### config.mk
export PLATFORM = sky130hd
export DESIGN_NAME = efpd_front
export DESIGN_NICKNAME = d
export VERILOG_FILES = /design/src/rtl/efpd_pkg.sv /design/src/rtl/efpd_front.sv
export SDC_FILE = /design/constraint.sdc
export NUM_CORES = 1
export LEC_CHECK = 0
export ABC_AREA = 1
export BUFFER_PORTS_ARGS = -buffer_cell sky130_fd_sc_hd__buf_2
export CAP_MARGIN = 20
export CORE_MARGIN = 8
export CORE_UTILIZATION = 35
export CTS_CLUSTER_DIAMETER = 100
export DETAILED_ROUTE_END_ITERATION = 6
export GPL_ROUTABILITY_DRIVEN = 0
export GPL_TIMING_DRIVEN = 0
export PLACE_DENSITY_LB_ADDON = 0.08
export REMOVE_ABC_BUFFERS = 1
export SETUP_SLACK_MARGIN = 0.3
export SLEW_MARGIN = 5
export SYNTH_ARGS = -nofsm -noshare
export SYNTH_HDL_FRONTEND = slang
export SYNTH_SLANG_ARGS = --single-unit
### constraint.sdc
create_clock -name clock -period 5.1 [get_ports clock]
set_input_delay 0 -clock clock [delete_from_list [all_inputs] [get_ports clock]]
set_output_delay 0 -clock clock [all_outputs]
set_load 0.1 [all_outputs]
### src/rtl/efpd_pkg.sv
// Package for the EMG flex pattern detector: field widths, register indexes,
// the queue item type and the modulo-3 ring index helpers. No dependencies.
`timescale 1ns / 1ps
`default_nettype none

package efpd_pkg;

   localparam int CHANNELS        = 8;
   localparam int SAMPLE_W        = 8;
   localparam int WINDOW_ROWS_DEF = 512;

   localparam int LEVEL_W  = 14;
   localparam int THR_W    = 14;
   localparam int PERIOD_W = 12;
   localparam int COUNT_W  = 16;
   localparam int CHANGE_W = 8;

   localparam int REQ_DATA_W = CHANNELS * SAMPLE_W;
   localparam int RSP_DATA_W = 48;
   localparam int CSR_IDX_W  = 1;
   localparam int CSR_DATA_W = 14;

   localparam logic [THR_W-1:0]    THR_RESET    = 14'd12;
   localparam logic [PERIOD_W-1:0] IDLE_RESET   = 12'd600;
   localparam logic [PERIOD_W-1:0] PERIOD_MAX   = 12'd4095;
   localparam logic [CHANGE_W-1:0] CHANGE_MAX   = 8'd255;
   localparam logic [CHANGE_W-1:0] CHANGE_FLEX  = 8'd2;
   localparam logic [COUNT_W-1:0]  COUNT_MAX    = 16'hFFFF;
   localparam int                  LEVEL_SHIFT  = 3;

   typedef enum logic [CSR_IDX_W-1:0] {
      CSR_TRIGGER_THRESHOLD = 1'b0,
      CSR_IDLE_PERIOD       = 1'b1
   } csr_index_type;

   typedef enum logic {
      CMD_SAMPLE   = 1'b0,
      CMD_EVALUATE = 1'b1
   } cmd_type;

   typedef logic [CHANNELS-1:0][SAMPLE_W-1:0] row_type;

   typedef struct packed {
      cmd_type cmd;
      row_type rect;
   } item_type;

   // ring index helpers: (t % 3 + 1) % 3 and (t % 3 + 2) % 3
   function automatic logic [1:0] ring_next(input logic [1:0] t);
      logic [1:0] r;
      case (t)
         2'd0:    r = 2'd1;
         2'd1:    r = 2'd2;
         2'd2:    r = 2'd0;
         default: r = 2'd1;
      endcase
      return r;
   endfunction

   function automatic logic [1:0] ring_prev(input logic [1:0] t);
      logic [1:0] r;
      case (t)
         2'd0:    r = 2'd2;
         2'd1:    r = 2'd0;
         2'd2:    r = 2'd1;
         default: r = 2'd2;
      endcase
      return r;
   endfunction

   function automatic logic [1:0] ring_mod(input logic [1:0] t);
      logic [1:0] r;
      case (t)
         2'd3:    r = 2'd0;
         default: r = t;
      endcase
      return r;
   endfunction

endpackage

`default_nettype wire

### src/rtl/efpd_front.sv
// Front end of the EMG flex pattern detector: accepts request transfers,
// rectifies the channels and queues items for the back end. Uses efpd_pkg.
`timescale 1ns / 1ps
`default_nettype none

module efpd_front (
   input  wire logic                                clock,
   input  wire logic                                reset,
   input  wire logic                                req_tvalid,
   output      logic                                req_tready,
   input  wire logic [efpd_pkg::REQ_DATA_W-1:0]     req_tdata,
   input  wire logic                                req_tuser,
   output      logic                                item_valid,
   input  wire logic                                item_ready,
   output      efpd_pkg::item_type                  item
);

   localparam int DEPTH = 2;

   efpd_pkg::item_type slot_ff [DEPTH];
   efpd_pkg::item_type push_item;
   logic               wr_ptr_ff, wr_ptr_in;
   logic               rd_ptr_ff, rd_ptr_in;
   logic [1:0]         count_ff, count_in;
   logic               push, pop;

   always_comb begin
      push_item.cmd = efpd_pkg::cmd_type'(req_tuser);
      for (int c = 0; c < efpd_pkg::CHANNELS; c++) begin
         if (req_tdata[c*efpd_pkg::SAMPLE_W + efpd_pkg::SAMPLE_W - 1]) begin
            push_item.rect[c] = ~req_tdata[c*efpd_pkg::SAMPLE_W +: efpd_pkg::SAMPLE_W]
                                + 8'd1;
         end else begin
            push_item.rect[c] = req_tdata[c*efpd_pkg::SAMPLE_W +: efpd_pkg::SAMPLE_W];
         end
      end
   end

   assign req_tready = (count_ff != 2'(DEPTH));
   assign item_valid = (count_ff != 2'd0);
   assign item       = slot_ff[rd_ptr_ff];
   assign push       = req_tvalid && req_tready;
   assign pop        = item_valid && item_ready;

   always_comb begin
      wr_ptr_in = push ? ~wr_ptr_ff : wr_ptr_ff;
      rd_ptr_in = pop ? ~rd_ptr_ff : rd_ptr_ff;
      count_in  = count_ff + 2'(push) - 2'(pop);
   end

   always_ff @(posedge clock) begin
      if (reset) begin
         wr_ptr_ff <= 1'b0;
         rd_ptr_ff <= 1'b0;
         count_ff  <= 2'd0;
      end else begin
         wr_ptr_ff <= wr_ptr_in;
         rd_ptr_ff <= rd_ptr_in;
         count_ff  <= count_in;
      end
   end

   always_ff @(posedge clock) begin
      if (push) begin
         slot_ff[wr_ptr_ff] <= push_item;
      end
   end

endmodule

`default_nettype wire

==> impl_metrics.toml <==
[run_status]
status = "finished, final reports clean"

[synth]
synth_common_cells = "edfxtp_1, nand2_1, inv_1, mux2_4, nand3_1"
synth.ff_latch_count = 135
yosysMostFrequentCell = "edfxtp_1"
syn-instance-count = 518
ys.flop_type = "edfxtp_1"
synth_mux_area_share_pct = 14.2
ys_warn_count = 0
synth_compound_area_share_pct = 0.772
synth.lib_cells_used.distinct = 18
synth_seq_area_share_pct = 61.7
synth_top_family_by_area = "multiplexers"
synthAdderAreaFrac_pct = 1.74
synth_area_mm2 = 0.00648
yosysTopAreaCellShare_pct = 60.2
postSynthAreaPerCell_um2 = 12.5
synth_xor_area_share_pct = 3.38
synth-simple-area-share_pct = 11.8
synth_edf_count = 130
ys_async_sr_fraction_pct = 0
synthTopCellsByArea = "edfxtp_1, mux2_4, nand2_1, inv_1, xor2_1"
synth_largest_area_cell = "edfxtp_1"

[route]
wl_per_cell_um = 14.2
first_iter_violations = 109
routed_wl_um = 13500
drcViolationCount = 0
antenna_left = 0
dr.pass1.iters = 4
vias_per_cell = 4.53
num_vias = 4313

[worst_setup_path]
worstPathArrival_ps = 2080
crit_family = "buffers and inverters"
crit_slowest_cell = "dfxtp_4"
path_cells = "buf_16 -> mux2_2 -> buf_2"
cp-start-kind = "register"
critPathCaptureType = "primary output"
cp_max_fo = 42
slowest_delay_ps = 630
critical_path_required_ps = 5100
critPathBufInv = 2
worstSetupPathType = "register to primary output"

[clocking]
cts_buffer_depth = 2
cts_tree = "built"
cts_buffers = 17
post_cts_buffers = 0
clk_latency_ps = 410
clk_pin_slew_ps = 60
cts_hold_buf = 48
htreeDepth = 4
post_cts_resized = 0
root_buffer = "clkbuf_16"
clkSinkCount = 135

[sta]
hold_viol = 0
setup_tns_ps = 0
period_share_pct = 40.7
max_clock_freq_mhz = 482
timing.slew.headroom_pct = 42.8
skew_ps = 6.12
period_minus_slack_ps = 2080
finalMaxSlewViolations = 0
rsz0062_at_grt = "no"
worst-slew-pin-transition_ps = 856
setup_viol = 0

[floorplan]
coreArea_mm2 = 0.0181
ios = 136
die_area_mm2 = 0.0231
dieHeight_um = 152
num_rows = 49
start_util_pct = 35.9
die_x_um = 152

[finish]
drive_gt1_share_pct = 33.0
syn_to_final_growth_pct = 32.2
fin_area_mm2 = 0.00857
nNetsFinal = 789
layout.cells.non_filler = 953
antenna_cells = 0

[min_path]
min_path_type = "primary input to register"

[global_routing]
grt_usage_pct = 11.8
grt_max_degree = 43
grt_pass1_vias = 4540
grt-ovfl-total = 0
grt_first_pass_wirelength_um = 22000
antenna_found_initial = 0

[placement]
placed_cells = 873
io_buffers = 135
place_hpwl_um = 9640
placed_cell_area_mm2 = 0.00750

[run]
cap_violations = 0

[power]
leakage_nw = 3.75
irDropWorstVdd_mv = 0.445
power_density_mw_per_mm2 = 571
## layer usage
metal	vias to the layer above	part of all wire, %	global-route usage (%)
li1	2161	-	-
met1	2048	43	13.1
met2	93	51	20.7
met3	11	5.1	3.66
met4	0	1.5	5.00
met5	-	0	0
## final cells by class
cell class | instances | area [µm²]
Clock inverter | 13 | 156
Inverter | 80 | 300
Clock buffer | 19 | 433
Fill cell | 1637 | 9510
Multi-Input combinational cell | 288 | 2080
Tap cell | 229 | 287
Timing Repair Buffer | 189 | 1310
Sequential cell | 135 | 4010
## worst min-delay path, stage by stage
cell    delay (ps)
buf_2          110
inv_1           80
xor2_1          80
## worst paths after layout
path              depth (start not counted)  slack, ps             end           from
setup / recovery                          3       3020         item[5]       register
hold / removal                            3         30  slot_ff[1][52]  req_tdata[52]
setup reg to reg                          5       3130  slot_ff[1][32]    count_ff[0]
hold reg to reg                           2        510        register      rd_ptr_ff
## per-stage QoR
| stage | worst slack (ps) | hold slack, ps | utilization, % | total power, mW |
|---|---|---|---|---|
| 2_1_floorplan | 557 | 71.2 | - | 3.35 |
| 3_3_place_gp | -835 | 192 | 40.6 | 3.71 |
| 3_5_place_dp | 3080 | 199 | 41.5 | 3.71 |
| 4_1_cts | 2940 | 5.32 | 47.4 | 4.97 |
| 5_1_grt | 2910 | 22.9 | 47.4 | 5.08 |
| 6_report | 3020 | 27.6 | 47.4 | 4.89 |
## registers in the layout (all words and copies together) (netlist names), named ones only
signal     count
rd_ptr_ff      1
slot_ff      130
wr_ptr_ff      1
count_ff       2
## report_power, final
group / internal [mW] / switching (mW) / total, mW
registers: 1.43 / 0.0738 / 1.50
clock network: 0.766 / 0.447 / 1.21
logic: 0.500 / 1.68 / 2.18
total: 2.69 / 2.20 / 4.89
## kinds of logic after synthesis
logic type,after synthesis
compound gates,10
xor+xnor,25
fa+ha+maj,9
buf+inv,95
flops,135
mux,65
simple gates,179
## layout by cell type, fill, tap and decap left out, drive strengths merged
master / Yosys / routed
ha: 9 / 9
nor2: 25 / 25
nand4: 16 / 16
clkbuf: 0 / 19
clkinvlp: 0 / 1
dlygate4sd3: 0 / 48
nand3: 33 / 33
a21oi: 2 / 2
nand2: 96 / 96
xnor2: 1 / 1
dfxtp: 5 / 5
clkinv: 0 / 9
xor2: 24 / 24
edfxtp: 130 / 130
inv: 80 / 80
o21ai: 8 / 8
mux2: 65 / 65
bufinv: 0 / 3
nor3: 9 / 9
buf: 15 / 141
No activity file was read; power rests on OpenSTA's default activity.
